File: config.mk
export PLATFORM = sky130hd
export DESIGN_NAME = bpm_ram
export DESIGN_NICKNAME = d
export VERILOG_FILES = /design/src/design/bivariate_polynomial_multiplier_macros.svh /design/src/design/bpm_ram.sv
export SDC_FILE = /design/constraint.sdc
export NUM_CORES = 1
export LEC_CHECK = 0
export BUFFER_PORTS_ARGS = -buffer_cell sky130_fd_sc_hd__buf_2
export CAP_MARGIN = 0
export CORE_ASPECT_RATIO = 1.75
export CORE_MARGIN = 2
export CORE_UTILIZATION = 60
export DETAILED_ROUTE_END_ITERATION = 12
export MAX_ROUTING_LAYER = met4
export PLACE_DENSITY_LB_ADDON = 0.08
export SLEW_MARGIN = 20
export SYNTH_ARGS = -nofsm -noshare
export SYNTH_HDL_FRONTEND = slang
export SYNTH_SLANG_ARGS = --single-unit
File: constraint.sdc
create_clock -name clk -period 3.45 [get_ports clk]
set_input_delay 0.345 -clock clk [delete_from_list [all_inputs] [get_ports clk]]
set_output_delay 0.345 -clock clk [all_outputs]
set_load 0.05 [all_outputs]
File: src/design/bivariate_polynomial_multiplier_macros.svh
// ----------------------------------------------------------------------------
// Assertion macros for the bivariate polynomial multiplier
// Immediate-implication and next-cycle checks, clocked on clk and
// disabled while rst_n is low. Empty under synthesis.
// ----------------------------------------------------------------------------
`ifndef BIVARIATE_POLYNOMIAL_MULTIPLIER_MACROS_SVH
`define BIVARIATE_POLYNOMIAL_MULTIPLIER_MACROS_SVH

`ifndef SYNTHESIS
// label: antecedent implies consequent in the same cycle
`define BPM_ASSERT(lbl, ante, cons) \
  lbl: assert property (@(posedge clk) disable iff (!rst_n) (ante) |-> (cons)) \
    else $error("bpm check failed");
// label: antecedent implies consequent in the next cycle
`define BPM_ASSERT_NEXT(lbl, ante, cons) \
  lbl: assert property (@(posedge clk) disable iff (!rst_n) (ante) |=> (cons)) \
    else $error("bpm check failed");
`else
`define BPM_ASSERT(lbl, ante, cons)
`define BPM_ASSERT_NEXT(lbl, ante, cons)
`endif

`endif

File: src/design/bpm_ram.sv
// ----------------------------------------------------------------------------
// bpm_ram
// Simple dual-port RAM: one write port, one read port, registered read.
// A read of the address being written returns the old word.
// ----------------------------------------------------------------------------
module bpm_ram #(
  parameter int WIDTH = 8,
  parameter int DEPTH = 16,
  localparam int AW = (DEPTH > 1) ? $clog2(DEPTH) : 1
) (
  input  logic             clk,
  input  logic             we,
  input  logic [AW-1:0]    waddr,
  input  logic [WIDTH-1:0] wdata,
  input  logic [AW-1:0]    raddr,
  output logic [WIDTH-1:0] rdata
);

  logic [WIDTH-1:0] mem [DEPTH];

  always_ff @(posedge clk) begin
    if (we) begin
      mem[waddr] <= wdata;
    end
    rdata <= mem[raddr];
  end

endmodule

### Yosys cells after proc, flatten, opt, wreduce, memory -nomap -nowiden

Memory sizes are Yosys's and may differ from the RTL's. A register that Yosys moved wholly into a read port is not among the register bits.
Cells that the tools add are included.

| word-level totals | value |
|---|---|
| register bits | 0 |
| latch bits | 0 |
| input bits | 18 |
| output and inout bits | 8 |
| memory bits (read-only) | 0 |
| RAM bits | 128 |
| memories kept | 1 |
| word-level logic and storage cells | 3 |

Memory list:

| memory | depth | bits a word | read ports | clocked after memory_dff | wr ports | line | RTL |
|---|---|---|---|---|---|---|---|
| mem | 16 | 8 | 1 | 1 | 1 | bpm_ram.sv:19 | `logic [WIDTH-1:0] mem [DEPTH];` |

| cells by class | value |
|---|---|
| shifts and indexed selects | 0 |
| reductions and logical operators | 0 |
| equality and inequality tests | 0 |
| magnitude comparators | 0 |
| multiplexer cells | 2 |
| bitwise operators | 0 |
| $add $sub $neg | 0 |
| $mul | 0 |
| div/mod/pow operators | 0 |

Operators with widths:

| cell | count |
|---|---|
| $mux W1 | 2 |

### Longest topological paths before layout

Gate-level depths: netlist of the first run.

| logic depth | value |
|---|---|
| depth in word-level cells | 2 |
| depth in mapped cells | 5 |
| depth with buffers taken out | 3 |

### Worst setup path after synthesis of the first run

Ideal clock, no wire load.

| timing path | value |
|---|---|
| path kind | input to register |
| from | input port waddr[2] |
| to | memory mem[0][0], enable pin |
| data arrival time | 1.455 ns |
| buffers on the path | 0 |
| setup slack | 1.612 ns |
| stages | 2 |
| data required time | 3.067 ns |
| setup time | 0.383 ns |
| cells stage by stage | or3b_2 > nor3_1 |

RTL lines:

| item | line | RTL |
|---|---|---|
| start: declaration | bpm_ram.sv:13 | `input logic [AW-1:0] waddr,` |
| end: declaration | bpm_ram.sv:19 |  |

Straight into the memory's write port.

### Worst setup path in the final report of the first run

| timing path | value |
|---|---|
| from | input port waddr[2] |
| to | memory mem[1][0], enable pin |

Straight into the memory's write port.

==> results of run 1 <==
[logic make-up (layout without fill, tap and decap cells)]
| logic type | Yosys count | count (layout) |
|---|---|---|
| flip-flops | 136 | 136 |
| AND/OR/NAND/NOR | 35 | 35 |
| multiplexers | 32 | 32 |
| AO/OA/AOI/OAI | 16 | 16 |
| buffers and inverters | 10 | 61 |
[worst max-delay path: stages]
cell	delay, ns
buf_2	0.12
or3b_2	0.51
nor2_1	0.59
[registers in the layout, indices dropped and copies added, names as in the netlist]
name / count
mem: 128
rdata: 8
[power breakdown]
| group | switching [W] | internal, W |
|---|---|---|
| clock | 0.000606 | 0.00118 |
| combinational | 0.000128 | 0.0000691 |
| sequential | 0.00000929 | 0.00185 |
| total | 0.000743 | 0.00310 |
[metrics by stage]
| stage | instances | instance area (sq um) | setup WS (ns) |
|---|---|---|---|
| floorplan | 229 | 5147 | 1.612 |
| global placement | 364 | 5380 | 1.574 |
| detailed placement | 364 | 5380 | 1.496 |
| CTS | 395 | 5977 | 1.922 |
| global route | 395 | 5977 | 1.852 |
| finish | 395 | 5977 | 1.918 |
[final cells by class]
| cell class | count | area share (%) |
|---|---|---|
| tap | 115 | 2.407 |
| multi-input combinational | 83 | 17.69 |
| clock inverter | 9 | 2.052 |
| timing repair buffer | 30 | 2.931 |
| clock buffer | 22 | 7.934 |
| sequential | 136 | 66.99 |
[layer usage]
metal	global-route usage, %	routed length, um	vias to the layer above	share of wire (%)
met5	-	0	-	0
met4	7.059	136	0	1.5
met3	6.831	549	12	6.1
met2	35.45	4858	82	54
met1	29.00	3484	1198	39
li1	-	-	1049	-
[cell usage in the layout, fill, tap and decap left out]
| cell type | n |
|---|---|
| a22oi_1 | 16 |
| and2_1 | 1 |
| and2b_1 | 1 |
| buf_12 | 1 |
| buf_2 | 25 |
| buf_4 | 4 |
| bufinv_16 | 3 |
| clkbuf_1 | 2 |
| clkbuf_16 | 17 |
| clkbuf_8 | 3 |
| clkinv_2 | 5 |
| clkinvlp_4 | 1 |
| dfxtp_1 | 8 |
| edfxtp_1 | 128 |
| mux4_1 | 14 |
| mux4_2 | 18 |
| nand2_1 | 9 |
| nand2b_1 | 2 |
| nand3_1 | 1 |
| nand3b_1 | 2 |
| nor2_1 | 13 |
| nor2b_1 | 1 |
| nor3_1 | 4 |
| or3b_2 | 1 |
[how the worst max path moves through the flow]
stage,from,end,slack [ns],cells after the start
2_1_floorplan,waddr[2],mem[0][0],1.61,2
3_3_place_gp,waddr[2],mem[3][1],1.57,3
3_5_place_dp,waddr[2],mem[1][0],1.50,3
4_1_cts,waddr[2],mem[1][0],1.92,3
5_1_grt,waddr[2],mem[1][0],1.85,3
6_report,waddr[2],mem[1][0],1.92,3
==> flow_summary.yaml, run 1 <==
status:
  run_status: "finished clean"
synth:
  synth_edf_count: 128
  ys.warnings.count: 0
  yosysTopAreaCell: "edfxtp_1"
  synth_simple_gate_area_share_pct: 3.184
  netlist_area_sq_mm: 0.005147
  syn_area_per_cell_sq_um: 22.48
  synthCells: 229
  synth_top_area_share_pct: 74.67
  synth_area_leaders: "edfxtp_1 (75%), mux4_2 (7.9%), mux4_1 (7.1%), dfxtp_1 (3.1%), a22oi_1 (2.3%)"
  synth.distinct_cells: 19
  synth_top_family_by_area: "multiplexers"
  synth_compound_area_share_pct: 2.333
  synth-adder-area-share_pct: 0
  synth_flop_cell: "edfxtp_1"
  synth_mux_area_share_pct: 15.02
  ys_ff_latch: 136
  synth_xor_area_share_pct: 0
  ys_async_sr_fraction_pct: 0
  post-synth-top-count-cell: "edfxtp_1"
  synth_commonest_cells: "edfxtp_1 (128), mux4_2 (18), a22oi_1 (16)"
  synth_nets: 247
  ys_seq_area_share_pct: 77.78
critical_path:
  cp.required_ns: 3.49
  rrSetupSlack_ns: 2.11
  reg2regPathDepth: 3
  r2r-start: "mem[1][2]"
  critPathLaunchType: "input port"
  crit_fanout: 8
  crit_type: "in -> reg"
  r2r-end: "rdata[2]"
  arrival_ns: 1.57
  endpoint_kind: "register"
floorplanning:
  placementRows: 44
  die-area_sq_mm: 0.009365
  io_pins: 26
  core_sq_mm: 0.008313
  fp.dieH_um: 126.5
  start_util_pct: 61.92
  die_x_um: 74.02
layout:
  synthToLayoutAreaGrowth_pct: 16.12
  fin_util_pct: 71.90
  num_antenna_cells: 0
  multi_input_area_sq_mm: 0.001057
  register_area_sq_mm: 0.004004
  drive_gt1_share_pct: 27.86
  nets: 286
  fill_cells: 480
routing:
  dr.pass1.iters: 4
  final_antenna_net_count: 0
  vias_per_cell: 5.927
  drt-wirelength-per-cell_um: 22.86
  vias: 2341
  drc: 0
  wirelength_um: 9028
  drt_iter0_markers: 226
clock_tree:
  path_clk_slew_ns: 0.05
  cts_made_buffers: 17
  h-tree-depth: 4
  cts_max_path_buffers: 2
  clock_latency_ns: 0.41
  cts.sinks: 136
  ctsResizeCount: 0
  cts_setup_buffers: 0
  cts_hold_buffers: 0
  tritoncts: "built"
  clockRootBuffer: "clkbuf_16"
min_path:
  worstHoldStart: "wdata[0]"
  hold_path.class: "in -> reg"
  whs_path_depth: 1
  min_to: "mem[3][0]"
sta:
  min_period_ns: 1.532
  rsz0062_at_grt: "false"
  finClkSkew_ns: 0.007311
  slew_headroom_pct: 34.29
  fin_crit_sh_pct: 44.41
  clock.fmax_mhz: 652.7
  slew_viol_final: 0
  holdWs_ns: 0.3176
  finalHoldViolCount: 0
  setup_viol: 0
  tightest_slew_ns: 0.9820
  finalSetupTns_ns: 0
global_route:
  grt.overflow.total: 0
  grt_pass1_vias: 2377
  grtUsageTotal_pct: 22.76
  grt_max_degree: 33
  grt_pass1_wl_um: 13930
  antenna_found_initial: 0
placed_design:
  dp_hpwl_um: 5728
  io_buffers: 25
  place_congestion: 0.7428
pwr:
  powerDensity_mw_per_mm2: 642.9
  power.leakage_nw: 2.020
  ir_drop_mv: 0.4897
  p_total_w: 0.003843
run:
  maxCapViolCount: 0
(Power assumes the default switching activity.)
==> inputs of run 2 (changes only) <==
--- a/config.mk
+++ b/config.mk
@@ -9,7 +9,7 @@
 export CAP_MARGIN = 0
 export CORE_ASPECT_RATIO = 1.75
 export CORE_MARGIN = 2
-export CORE_UTILIZATION = 60
+export CORE_UTILIZATION = 54
 export DETAILED_ROUTE_END_ITERATION = 12
 export MAX_ROUTING_LAYER = met4
 export PLACE_DENSITY_LB_ADDON = 0.08
==> constraint.sdc (replaced) <==
create_clock -name clk -period 1.27 [get_ports clk]
set_input_delay 0.127 -clock clk [delete_from_list [all_inputs] [get_ports clk]]
set_output_delay 0.127 -clock clk [all_outputs]
set_load 0.05 [all_outputs]
==> run 2 against run 1 <==
Critical path depth stayed put. Global-route usage is 1.2 points lower. Worst setup slack worse by 1.9 ns. Power grew to 2.7 times the previous value. Utilization shrank 5.2 points. Wire length grew 7.5%. Clock-buffer cell count down 5. Final area rose by 4.3%. Sequential cell count stayed put. Critical path type is now reg -> reg. Largest cell class unchanged.
==> flow_summary.yaml, run 2 (synthesis results as in run 1) <==
layout:
  register_area_sq_mm: 0.004004
  finalNonFillerCells: 430
  nets: 313
  fin_area_sq_mm: 0.006235
  fill_cells: 608
  largest_reg_flops: 128
  multi_input_area_sq_mm: 0.001077
  num_antenna_cells: 0
  drive_gt1_share_pct: 42.21
  most-common-layout-cells: "edfxtp_1 (128), mux4_2 (30), buf_4 (28)"
  synthToLayoutAreaGrowth_pct: 21.12
  fin_util_pct: 66.68
  largest-register: "mem"
  reg_top3: "mem x128, rdata x8"
  layout_commonest_cell: "edfxtp_1"
sta:
  finalSetupTns_ns: 0
  tightest_slew_ns: 0.9149
  setup_viol: 0
  min_period_ns: 1.257
  setup_slack_ns: 0.01309
  clock.fmax_mhz: 795.6
  finalHoldViolCount: 0
  rsz0062_at_grt: "true"
  slew_headroom_pct: 38.88
  slew_viol_final: 0
  fin_crit_sh_pct: 98.97
  finClkSkew_ns: 0.004402
min_path:
  worstHoldStart: "wdata[5]"
  hold_path.class: "in -> reg"
  min_to: "mem[4][5]"
  whs_path_depth: 1
routing:
  vias: 2456
  final_antenna_net_count: 0
  wl_met2_um: 5298
  dr.pass1.iters: 4
  routed-wl-met3_um: 406
  drt-met1-wl_um: 3850
  drt_iter0_markers: 214
  wirelength_um: 9706
  drc: 0
  vias_per_cell: 5.712
  drt-wirelength-per-cell_um: 22.57
  top_layer: "met4"
critical_path:
  endpoint_kind: "register"
  r2r-start: "mem[2][2]"
  crit_type: "reg -> reg"
  critPathLaunchType: "register"
  r2r-end: "rdata[2]"
  reg2regPathDepth: 3
  rrSetupSlack_ns: 0.01
  arrival_ns: 1.56
  cp.required_ns: 1.57
  crit_fanout: 1
floorplanning:
  placementRows: 47
  start_util_pct: 55.05
  die_x_um: 77.81
  die-area_sq_mm: 0.01036
  fp.dieH_um: 133.2
  io_pins: 26
  core_sq_mm: 0.009350
clock_tree:
  tritoncts: "built"
  cts.sinks: 136
  clockRootBuffer: "clkbuf_16"
  h-tree-depth: 4
  cts_max_path_buffers: 2
  clock_latency_ns: 0.41
  cts_made_buffers: 17
  cts_hold_buffers: 0
  path_clk_slew_ns: 0.06
global_route:
  grt_max_degree: 20
  grt.overflow.total: 0
  grt_pass1_wl_um: 15120
  grt_pass1_vias: 2654
  antenna_found_initial: 0
  grtUsageTotal_pct: 21.59
pwr:
  powerDensity_mw_per_mm2: 1677
  ir_drop_mv: 1.520
  power.leakage_nw: 2.115
run:
  maxCapViolCount: 0
placed_design:
  place_congestion: 0.7704
  place_area_sq_mm: 0.005644
  dp_hpwl_um: 6573
  post-place-ws_ns: -0.2692
  io_buffers: 25
  placedCellCount: 398
status:
  run_status: "finished clean"
-- run 2: worst max-delay path, cell delays in order, from the launching register on --
cell and delay [ns]:
edfxtp_1 0.36, mux4_1 0.50, a22oi_1 0.21, nand2_1 0.08
-- run 2: per-layer routing --
layer  up-vias  track usage (%)
met5         -                -
met3        15            5.285
met4         0            7.738
met1      1271            25.72
met2        72            35.82
li1       1098                -
-- run 2: per-stage QoR --
step | hold slack (ns) | power (W)
finish | 0.09266 | 0.01045
global route | 0.09742 | 0.01081
global placement | 0.5127 | 0.005725
detailed placement | 0.5207 | 0.005737
CTS | 0.08548 | 0.01053
floorplan | 0.2259 | 0.005494
-- run 2: final cells by class --
type,instances,area share [%]
well taps,122,2.448
clock inverters,15,2.569
repair buffers,57,6.663
clock buffers,17,6.823
flip-flops and latches,136,64.22
multi-input cells,83,17.28
-- run 2: worst max path at each step --
stage                     end      start  depth (start not counted)  slack (ns)
floorplan           mem[3][0]   waddr[2]                          2       -0.12
global placement     rdata[1]   raddr[0]                          5       -0.27
detailed placement   rdata[1]   raddr[0]                          5       -0.27
CTS                  rdata[3]  mem[1][3]                          3       0.003
global route         rdata[2]  mem[8][2]                          3       -0.03
finish               rdata[2]  mem[2][2]                          3        0.01
-- run 2: timing repair --
item / 4_1_cts / 5_1_grt
pin swaps: 2 / 4
endpoints found under the setup margin: 4 / 8
setup buffers: 0 / 0
resized for setup: 5 / 17
-- run 2: power breakdown --
part | switching (W) | total [W] | internal, W | leakage, nW
Clock | 0.00174 | 0.00479 | 0.00304 | 0.277
Combinational | 0.000379 | 0.000619 | 0.000240 | 0.614
Sequential | 0.0000268 | 0.00505 | 0.00502 | 1.22
Total | 0.00215 | 0.0105 | 0.00830 | 2.11
