===== config.mk =====
export PLATFORM = sky130hd
export DESIGN_NAME = bpm_emit
export DESIGN_NICKNAME = d
export VERILOG_FILES = /design/src/design/bivariate_polynomial_multiplier_macros.svh /design/src/design/bpm_pkg.sv /design/src/design/bpm_emit.sv
export SDC_FILE = /design/constraint.sdc
export NUM_CORES = 1
export LEC_CHECK = 0
export ABC_AREA = 1
export BUFFER_PORTS_ARGS = -buffer_cell sky130_fd_sc_hd__buf_2
export CORE_ASPECT_RATIO = 0.8
export CORE_MARGIN = 1.5
export CORE_UTILIZATION = 34
export CTS_CLUSTER_SIZE = 28
export DETAILED_ROUTE_END_ITERATION = 10
export GPL_TIMING_DRIVEN = 1
export PLACE_DENSITY_LB_ADDON = 0.2
export SYNTH_ARGS = -nofsm -noshare
export SYNTH_HDL_FRONTEND = slang
export SYNTH_SLANG_ARGS = --single-unit

===== constraint.sdc =====
create_clock -name clk -period 3.4 [get_ports clk]
set_input_delay 0.51 -clock clk [delete_from_list [all_inputs] [get_ports clk]]
set_output_delay 0.51 -clock clk [all_outputs]
set_load 0.02 [all_outputs]

===== src/design/bivariate_polynomial_multiplier_macros.svh =====
// ----------------------------------------------------------------------------
// Assertion macros for the bivariate polynomial multiplier
// Immediate-implication and next-cycle checks, clocked on clk and
// disabled while rst_n is low. Empty under synthesis.
// ----------------------------------------------------------------------------
`ifndef BIVARIATE_POLYNOMIAL_MULTIPLIER_MACROS_SVH
`define BIVARIATE_POLYNOMIAL_MULTIPLIER_MACROS_SVH

`ifndef SYNTHESIS
// label: antecedent implies consequent in the same cycle
`define BPM_ASSERT(lbl, ante, cons) \
  lbl: assert property (@(posedge clk) disable iff (!rst_n) (ante) |-> (cons)) \
    else $error("bpm check failed");
// label: antecedent implies consequent in the next cycle
`define BPM_ASSERT_NEXT(lbl, ante, cons) \
  lbl: assert property (@(posedge clk) disable iff (!rst_n) (ante) |=> (cons)) \
    else $error("bpm check failed");
`else
`define BPM_ASSERT(lbl, ante, cons)
`define BPM_ASSERT_NEXT(lbl, ante, cons)
`endif

`endif


===== src/design/bpm_pkg.sv =====
// ----------------------------------------------------------------------------
// bpm_pkg
// Types, codes and sizing for the bivariate polynomial multiplier.
// ----------------------------------------------------------------------------
package bpm_pkg;

  localparam int MAX_TERMS    = 8;
  localparam int MAX_EXPONENT = 15;
  localparam int COEF_BITS    = 16;

  // Fixed field widths of the request and result items
  localparam int IN_COEF_W  = 16;
  localparam int IN_EXP_W   = 4;
  localparam int OUT_COEF_W = 40;
  localparam int PEXP_W     = 5;

  // Stored coefficients never exceed the 16-bit input field
  localparam int TERM_CW = (COEF_BITS < IN_COEF_W) ? COEF_BITS : IN_COEF_W;
  localparam int COEF_MAX = (1 << (TERM_CW - 1)) - 1;
  localparam int COEF_MIN = -COEF_MAX - 1;
  localparam int PROD_W   = 2 * TERM_CW;
  // At most 64 products of 16-bit values: sums stay within 38 bits
  localparam int ACC_W    = OUT_COEF_W;

  localparam int TERM_AW = (MAX_TERMS > 1) ? $clog2(MAX_TERMS) : 1;
  localparam int CNT_W   = $clog2(MAX_TERMS + 1);

  localparam int GRID_XW    = PEXP_W;
  localparam int GRID_AW    = 2 * GRID_XW;
  localparam int GRID_SIDE  = 1 << GRID_XW;
  localparam int GRID_DEPTH = 1 << GRID_AW;

  localparam logic [1:0] OP_LEFT  = 2'd0;
  localparam logic [1:0] OP_RIGHT = 2'd1;
  localparam logic [1:0] OP_MUL   = 2'd2;

  typedef enum logic [2:0] {
    ST_CLEAR,
    ST_IDLE,
    ST_MUL,
    ST_DRAIN,
    ST_SCAN,
    ST_FIN
  } bpm_state_t;

  typedef struct packed {
    logic [1:0]                  opcode;
    logic signed [IN_COEF_W-1:0] coefficient;
    logic [IN_EXP_W-1:0]         x_power;
    logic [IN_EXP_W-1:0]         y_power;
  } bpm_in_t;

  typedef struct packed {
    logic signed [OUT_COEF_W-1:0] product_coefficient;
    logic [PEXP_W-1:0]            product_x_power;
    logic [PEXP_W-1:0]            product_y_power;
    logic                         last_term;
    logic                         empty_product;
    logic                         terms_dropped;
  } bpm_out_t;

  typedef struct packed {
    logic signed [TERM_CW-1:0] coef;
    logic [IN_EXP_W-1:0]       xp;
    logic [IN_EXP_W-1:0]       yp;
  } bpm_term_t;

  localparam int TERM_W = $bits(bpm_term_t);

  // Grid word returned by a scan read, with its coordinates
  typedef struct packed {
    logic                    vld;
    logic signed [ACC_W-1:0] coef;
    logic [GRID_XW-1:0]      x;
    logic [GRID_XW-1:0]      y;
  } bpm_scan_t;

  typedef struct packed {
    logic slot_free;
    logic fin_ack;
  } bpm_emit_st_t;

  function automatic logic signed [TERM_CW-1:0] sat_coef(
    input logic signed [IN_COEF_W-1:0] c
  );
    if (int'(c) > COEF_MAX) return TERM_CW'(COEF_MAX);
    if (int'(c) < COEF_MIN) return TERM_CW'(COEF_MIN);
    return TERM_CW'(c);
  endfunction

  function automatic logic [IN_EXP_W-1:0] sat_exp(input logic [IN_EXP_W-1:0] e);
    if (int'(e) > MAX_EXPONENT) return IN_EXP_W'(MAX_EXPONENT);
    return e;
  endfunction

endpackage


===== src/design/bpm_emit.sv =====
// ----------------------------------------------------------------------------
// bpm_emit
// Result stage: holds the latest nonzero grid word back by one so that the
// final term can be marked, and drives the output register.
// ----------------------------------------------------------------------------
module bpm_emit
  import bpm_pkg::*;
(
  input  logic         clk,
  input  logic         rst_n,
  input  bpm_scan_t    scan,
  input  logic         fin_req,
  input  logic         dropped,
  input  logic         out_stall,
  output logic         out_valid,
  output bpm_out_t     out_data,
  output bpm_emit_st_t emit_st
);

  logic                    out_vld_r, out_vld_nxt;
  bpm_out_t                out_r;
  logic                    hold_vld_r, hold_vld_nxt;
  logic signed [ACC_W-1:0] hold_coef_r;
  logic [GRID_XW-1:0]      hold_x_r;
  logic [GRID_XW-1:0]      hold_y_r;

  logic     hit;
  logic     out_free;
  logic     load;
  logic     fin_ack;
  bpm_out_t load_data;

  assign hit      = scan.vld && (scan.coef != '0);
  assign out_free = !out_vld_r || !out_stall;

  always_comb begin
    load         = 1'b0;
    fin_ack      = 1'b0;
    hold_vld_nxt = hold_vld_r;
    load_data    = '0;
    load_data.product_coefficient = OUT_COEF_W'(hold_coef_r);
    load_data.product_x_power     = hold_x_r;
    load_data.product_y_power     = hold_y_r;
    load_data.terms_dropped       = dropped;
    if (hit) begin
      // a new term pushes the held one out; the slot is free by construction
      load         = hold_vld_r;
      hold_vld_nxt = 1'b1;
    end else if (fin_req && out_free) begin
      fin_ack      = 1'b1;
      load         = 1'b1;
      hold_vld_nxt = 1'b0;
      load_data.last_term = 1'b1;
      if (!hold_vld_r) begin
        load_data.product_coefficient = '0;
        load_data.product_x_power     = '0;
        load_data.product_y_power     = '0;
        load_data.empty_product       = 1'b1;
      end
    end
    out_vld_nxt = load || (out_vld_r && out_stall);
  end

  always_ff @(posedge clk) begin
    if (!rst_n) begin
      out_vld_r  <= 1'b0;
      hold_vld_r <= 1'b0;
    end else begin
      out_vld_r  <= out_vld_nxt;
      hold_vld_r <= hold_vld_nxt;
    end
  end

  always_ff @(posedge clk) begin
    if (load) begin
      out_r <= load_data;
    end
    if (hit) begin
      hold_coef_r <= scan.coef;
      hold_x_r    <= scan.x;
      hold_y_r    <= scan.y;
    end
  end

  assign out_valid         = out_vld_r;
  assign out_data          = out_r;
  assign emit_st.slot_free = !out_vld_nxt;
  assign emit_st.fin_ack   = fin_ack;

endmodule


[Word-level counts from Yosys, hierarchy flattened]
Cells that the tools add are included.
Word-level totals
  logic and storage cells: 32
  output and inout port bits: 56
  register bits after elaboration: 105
Operators by class
  reductions and logical operators: 11
  bitwise gates (word level): 1
  muxes and demuxes: 9
Operators by type and width (number)
  two-way mux 52 bit: 2
  two-way mux 50 bit: 1
  nonzero test 40 bit: 1
  two-way mux 1 bit: 6
  logical AND 1 bit: 3
  zero test 1 bit: 3
  logical OR 1 bit: 2
  nonzero test 2 bit: 1
  OR reduction 2 bit: 1
  inverter 1 bit: 1

[Depth between registers and ports, before layout]
Gate-level depths: netlist of run 1.
  depth in word-level cells: 7
  mapped depth: 10
  depth with buffers taken out: 10

[Least setup slack after synthesis of run 1]
Ideal clock, no wire load.
  path type: input to register
  start point: input port scan[33] (netlist name)
  end point: register out_r, in the netlist out_data[0], enable pin
  buffers on the path: 0
  path slack: 0.684 ns
  arrival time: 2.304 ns
  stages: 7
  setup time: 0.412 ns
  cell sequence: nor2_1 -> nand2_1 -> nor2_1 -> nand3_1 -> o21bai_4 -> nand2_4 -> nand2_1
On the way
  longest elaborated chain between the ends: 3
Ends and longest elaborated chain
  start, declared: line bpm_emit.sv:11  | input bpm_scan_t scan,
  nonzero test 40 bit: line bpm_emit.sv:33  | assign hit = scan.vld && (scan.coef != '0);
  logical AND 1 bit: line bpm_emit.sv:33
  two-way mux 1 bit: line bpm_emit.sv:45  | if (hit) begin
  net load: line bpm_emit.sv:29  | logic load;
  end signal, assigned: line bpm_emit.sv:76  | out_r <= load_data;
  end, declared: line bpm_emit.sv:21  | bpm_out_t out_r;
The timed path passes the listed nets, and every way through them passes these cells.
A chain may end at the register's enable or synchronous reset.

==> results_dict.tcl, run 1 <==
set metrics [dict create \
    yosys_warnings 0 \
    relSlewSlack_pct 26.38 \
    dieArea_um2 12120 \
    syn_inst 271 \
    syn_nets 327 \
    grt_overflow 0 \
    worst_path_max_delay_cell "o21bai_4" \
    clock_sinks 105 \
    p_clk_share_pct 35.3 \
    path_clk_slew_ns 0.06 \
    netSwitchingPower_uw 626.8 \
    ys_seq_elements 105 \
    grt_max_degree 51 \
    syn2layout_area_growth_pct 25.61 \
    reg2reg_to "out_data[5]" \
    post-dp-hpwl_mm 4.696 \
    cts.htree.levels 3 \
    antenna_found_initial 2 \
    rsz0062_at_grt "no" \
    yosys.area.top_type "edfxtp_1" \
    clock_path_buffers 2 \
    reg2reg_from "out_valid" \
    path_cells "buf_2, nor2_1, nand2_1, nor2_1, nand3_1, o21bai_4, nand2_4, nand3_1, inv_1, buf_2" \
    routed_wl_mm 6.749 \
    internal-power_uw 2234 \
    first_iter_violations 118 \
    max_freq_mhz 432.0 \
    finalNetCount 445 \
    netlist_top_cells_area "edfxtp_1 79%, inv_1 5.7%, nor2_1 5.5%, nor2_2 3.0%, nand2_1 1.7%" \
    hold_path_end "hold_x_r[2]" \
    comb_power_share_pct 9.7 \
    synth_top_area_share_pct 79.33 \
    reg2reg_depth 6 \
    root_buffer "clkbuf_16" \
    postRouteAntennaNets 0 \
    clock_skew_ns 0.003306 \
    num_vias 2141 \
    syn_area_um2 3899 \
    die_w_um 122.7 \
    crit_buf_inv 3 \
    min_period_ns 2.315 \
    coreArea_um2 11020 \
    floorplan.initialDensity_pct 35.38 \
    max-cap-violations 0 \
    setup_viol 0 \
    hp-class "primary input to flop" \
    cp-end-kind "primary output" \
    critPathMaxFanout 5 \
    drive_gt1_share_pct 37.82 \
    n_antenna_cell 0 \
    crit_family "simple AND/OR/NAND/NOR gates" \
    p_leak_uw 0.002121 \
    seqPwrFrac_pct 55.0 \
    place_inst 522 \
    cts_buffers 9 \
    die_h_um 98.78 \
    ios 112 \
    wire_per_inst_um 12.54 \
    power_density_nw_per_um2 584.1 \
    ir_worst_vdd_v 0.0002387 \
    start_kind "primary input" \
    worstMarginPinSlew_ns 1.103 \
    cp.required_ns 2.89 \
    synth_cell_types 14 \
    cts_tree "built" \
    postCtsHoldBufs 0 \
    avgViaCountPerCell 3.980 \
    rows 34 \
    fillers 1041 \
    drv_slew 0 \
    drc_errors 0 \
    numPortBuffers 111 \
    stdcell_area_um2 4897 \
    fin_crit_sh_pct 68.08 \
    placed_area_um2 4606 \
    seq_area_frac_synth_pct 80.36 \
    worstHoldStart "scan[7]" \
    crit_type "primary input to primary output" \
    grt_pass1_wl_mm 10.19 \
    first_pass_iters 4 \
    grt_pass1_vias 2056 \
    cts_setup_buffers 0 \
    critical_path_arrival_ns 1.80 \
    avgSynthCellArea_um2 14.39 \
    outcome "completed" \
    holdPathStages 1 \
    switching_share_pct 21.91 \
    stdcell_count 538 \
    place.gp.congestion 0.6812 \
    finalSetupTns_ns 0 \
    clk_latency_ns 0.33 \
    r2r_slack_ns 1.68 \
    cpPeakStageDelay_ns 0.20 \
    hold_violations 0 \
    cts_resized 0 \
    holdWs_ns 0.3504 \
    grt_usage_pct 11.69 \
]
[synth_stat cells (all sizes together)]
| cell type | instances |
|---|---|
| buf | 6 |
| inv | 59 |
| nand2 | 19 |
| nor2 | 77 |
| a21boi | 1 |
| dfxtp | 2 |
| edfxtp | 103 |
| o21bai | 1 |
| nand3 | 3 |
[cells in the final DEF (no fill, tap or decap)]
cell        instances
o21bai_4            1
edfxtp_1          103
nand3_1             3
clkbuf_1            4
a21boi_0            1
nand2_1            17
nand2_2             1
nor2_8              1
nand2_4             1
clkbuf_8            1
dfxtp_1             2
clkbuf_16           9
nor2_1             57
buf_2             111
inv_1              58
bufinv_16           1
inv_2               1
clkinvlp_4          1
buf_12              2
nor2_2             19
[per-layer routing]
layer	wire [um]	up-vias	GRT usage [%]	part of all wire [%]
met2	3117	71	18.29	46
met4	83	2	3.578	1.2
li1	-	1097	-	-
met5	12	-	0	0.18
met3	595	7	6.134	8.8
met1	2939	964	13.96	44
[power groups by stage]
stage	Clock, uW	Sequential, uW	Combinational (uW)
2_1_floorplan	0	1670	103
3_3_place_gp	0	1600	280
3_5_place_dp	0	1600	284
4_1_cts	1040	1570	284
5_1_grt	1100	1580	307
6_report	1010	1570	278
[logic make-up after synthesis]
logic type	after synthesis	share of synthesized area, %
compound gates	2	0.6741
buf+inv	65	7.510
flops	105	80.36
simple gates	99	11.46
[sequential cells by signal (all words and copies together) (netlist names)]
signal       count
out_data        53
hold_coef_r     40
out_valid        1
hold_y_r         5
hold_x_r         5
hold_vld_r       1
[worst max path at each step]
stage                   endpoint  slack, ns      from  cells past startpoint
finish                emit_st[1]       1.09  scan[11]                     10
global placement    out_data[17]       0.91  scan[11]                      9
global route          emit_st[1]       0.94  scan[11]                     10
CTS                   emit_st[1]       1.07  scan[11]                     10
detailed placement  out_data[18]       0.87  scan[11]                      9
floorplan            out_data[0]       0.68  scan[33]                      7
[cell type report]
type	count	area, um^2	area share (%)
Sequential cell	105	3133	63.98
Timing Repair Buffer	113	595.6	12.16
Multi-Input combinational cell	101	475.5	9.709
Clock buffer	14	254.0	5.187
Inverter	59	221.5	4.522
Tap cell	144	180.2	3.679
Clock inverter	2	37.54	0.7665
[stage by stage]
stage	total power [uW]	utilization, %	worst slack [ns]
after floorplan	1772	-	0.6841
after global placement	1881	41.80	0.9081
after detailed placement	1885	41.80	0.8699
after CTS	2901	44.45	1.072
after global routing	2990	44.45	0.9410
final	2860	44.45	1.085
(Power assumes the default switching activity.)
==> inputs of run 2 (changes only) <==
Clock period 3.4 ns to 2.2 ns, I/O delays scaled along.
==> results_dict.tcl, run 2 (synthesis gave the netlist of run 1 again) <==
set metrics [dict create \
    rows 34 \
    power_density_nw_per_um2 914.9 \
    outcome "completed" \
    stdcell_area_um2 4994 \
    die_w_um 122.7 \
    drc_errors 0 \
    p_total_uw 4568 \
    grt_pass1_wl_mm 10.49 \
    root_buffer "clkbuf_16" \
    clock_skew_ns 0.004556 \
    path_cells "buf_2, nor2_1, nand2_1, nor2_1, nand3_1, o21bai_4, nand2_4, nand3_1, inv_1, buf_2" \
    cpPeakStageDelay_ns 0.19 \
    coreArea_um2 11020 \
    switching_share_pct 22.42 \
    final_common_cell "buf_2" \
    grt_max_degree 36 \
    grt_usage_pct 11.80 \
    wire_per_inst_um 12.57 \
    num_vias 2177 \
    netSwitchingPower_uw 1024 \
    cts_tree "built" \
    cp.required_ns 1.87 \
    critPathMaxFanout 5 \
    fin_crit_sh_pct 87.34 \
    relSlewSlack_pct 83.91 \
    crit_type "primary input to primary output" \
    max-cap-violations 0 \
    p_leak_uw 0.002164 \
    rsz0062_at_grt "no" \
    postRouteAntennaNets 0 \
    crit_family "simple AND/OR/NAND/NOR gates" \
    setup_viol 0 \
    hold_violations 0 \
    seqPwrFrac_pct 53.1 \
    antenna_found_initial 1 \
    worst_path_max_delay_cell "o21bai_4" \
    post-dp-hpwl_mm 4.837 \
    largest_register_ffs 53 \
    avgViaCountPerCell 4.017 \
    internal-power_uw 3544 \
    crit_buf_inv 3 \
    routed_wl_mm 6.813 \
    dieArea_um2 12120 \
    place.gp.congestion 0.6805 \
    clk_latency_ns 0.34 \
    die_h_um 98.78 \
    critical_path_arrival_ns 1.59 \
    finalSetupTns_ns 0 \
    clock_sinks 105 \
    drv_slew 0 \
    drive_gt1_share_pct 39.29 \
    cts_resized 0 \
    comb_power_share_pct 9.7 \
    worstMarginPinSlew_ns 0.2410 \
    finalNetCount 449 \
    min_period_ns 1.921 \
    cts.htree.levels 3 \
    layout_common_cells "111 x buf_2, 103 x edfxtp_1, 58 x inv_1, 57 x nor2_1, 19 x nor2_2" \
    postCtsHoldBufs 0 \
    ios 112 \
    p_clk_share_pct 37.1 \
    syn2layout_area_growth_pct 28.08 \
    max_freq_mhz 520.4 \
    start_kind "primary input" \
    first_iter_violations 114 \
    grt_pass1_vias 2082 \
    cts_setup_buffers 0 \
    clock_path_buffers 2 \
    grt_overflow 0 \
    ir_worst_vdd_v 0.0003849 \
    cp-end-kind "primary output" \
    numPortBuffers 111 \
    first_pass_iters 4 \
    cts_buffers 9 \
    path_clk_slew_ns 0.07 \
    floorplan.initialDensity_pct 35.38 \
    hp-class "primary input to flop" \
    placed_area_um2 4673 \
    r2r_slack_ns 0.86 \
]
[run 2: cell types whose count changed in the layout (fill, tap and decap cells not counted), sizes merged]
cell / change
buf: +4
clkbuf: -5
diode: +1
inv: +1
bufinv: +1
clkinv: +1
clkinvlp: +1
[run 2: final timing paths]
path,startpoint,endpoint,cells past startpoint
max,scan[11],emit_st[1],10
min,scan[7],hold_x_r[2],1
max reg2reg,out_valid,out_data[45],6
min reg2reg,hold_coef_r[22],out_data[35],2
[run 2: metal layers]
metal	GRT usage (%)	share of wire, %
met5	0	0
met4	4.562	1.7
met3	4.514	8.2
met2	18.85	47
met1	14.47	43
[run 2: power by group through the flow]
stage | Combinational, uW | Sequential (uW) | Clock [uW]
6_report | 444 | 2430 | 1700
5_1_grt | 489 | 2440 | 1820
4_1_cts | 457 | 2430 | 1750
3_5_place_dp | 456 | 2470 | 0
3_3_place_gp | 447 | 2470 | 0
2_1_floorplan | 160 | 2580 | 0
[run 2: through the flow]
stage / instances / util [%] / hold slack [ns] / setup slack (ns)
2_1_floorplan: 271 / - / 0.4276 / 0.1536
3_3_place_gp: 526 / 42.41 / 0.5096 / 0.2277
3_5_place_dp: 526 / 42.41 / 0.5110 / 0.1875
4_1_cts: 541 / 45.30 / 0.1491 / 0.2562
5_1_grt: 541 / 45.30 / 0.1518 / 0.1523
6_report: 542 / 45.32 / 0.1655 / 0.2786
[run 2: area by class of cell]
cell class	instances	area [um^2]
Antenna cell	1	2.502
Multi-Input combinational cell	101	475.5
Tap cell	144	180.2
Fill cell	1008	6025
Inverter	59	221.5
Clock buffer	9	225.2
Sequential cell	105	3133
Clock inverter	6	92.59
Timing Repair Buffer	117	663.1
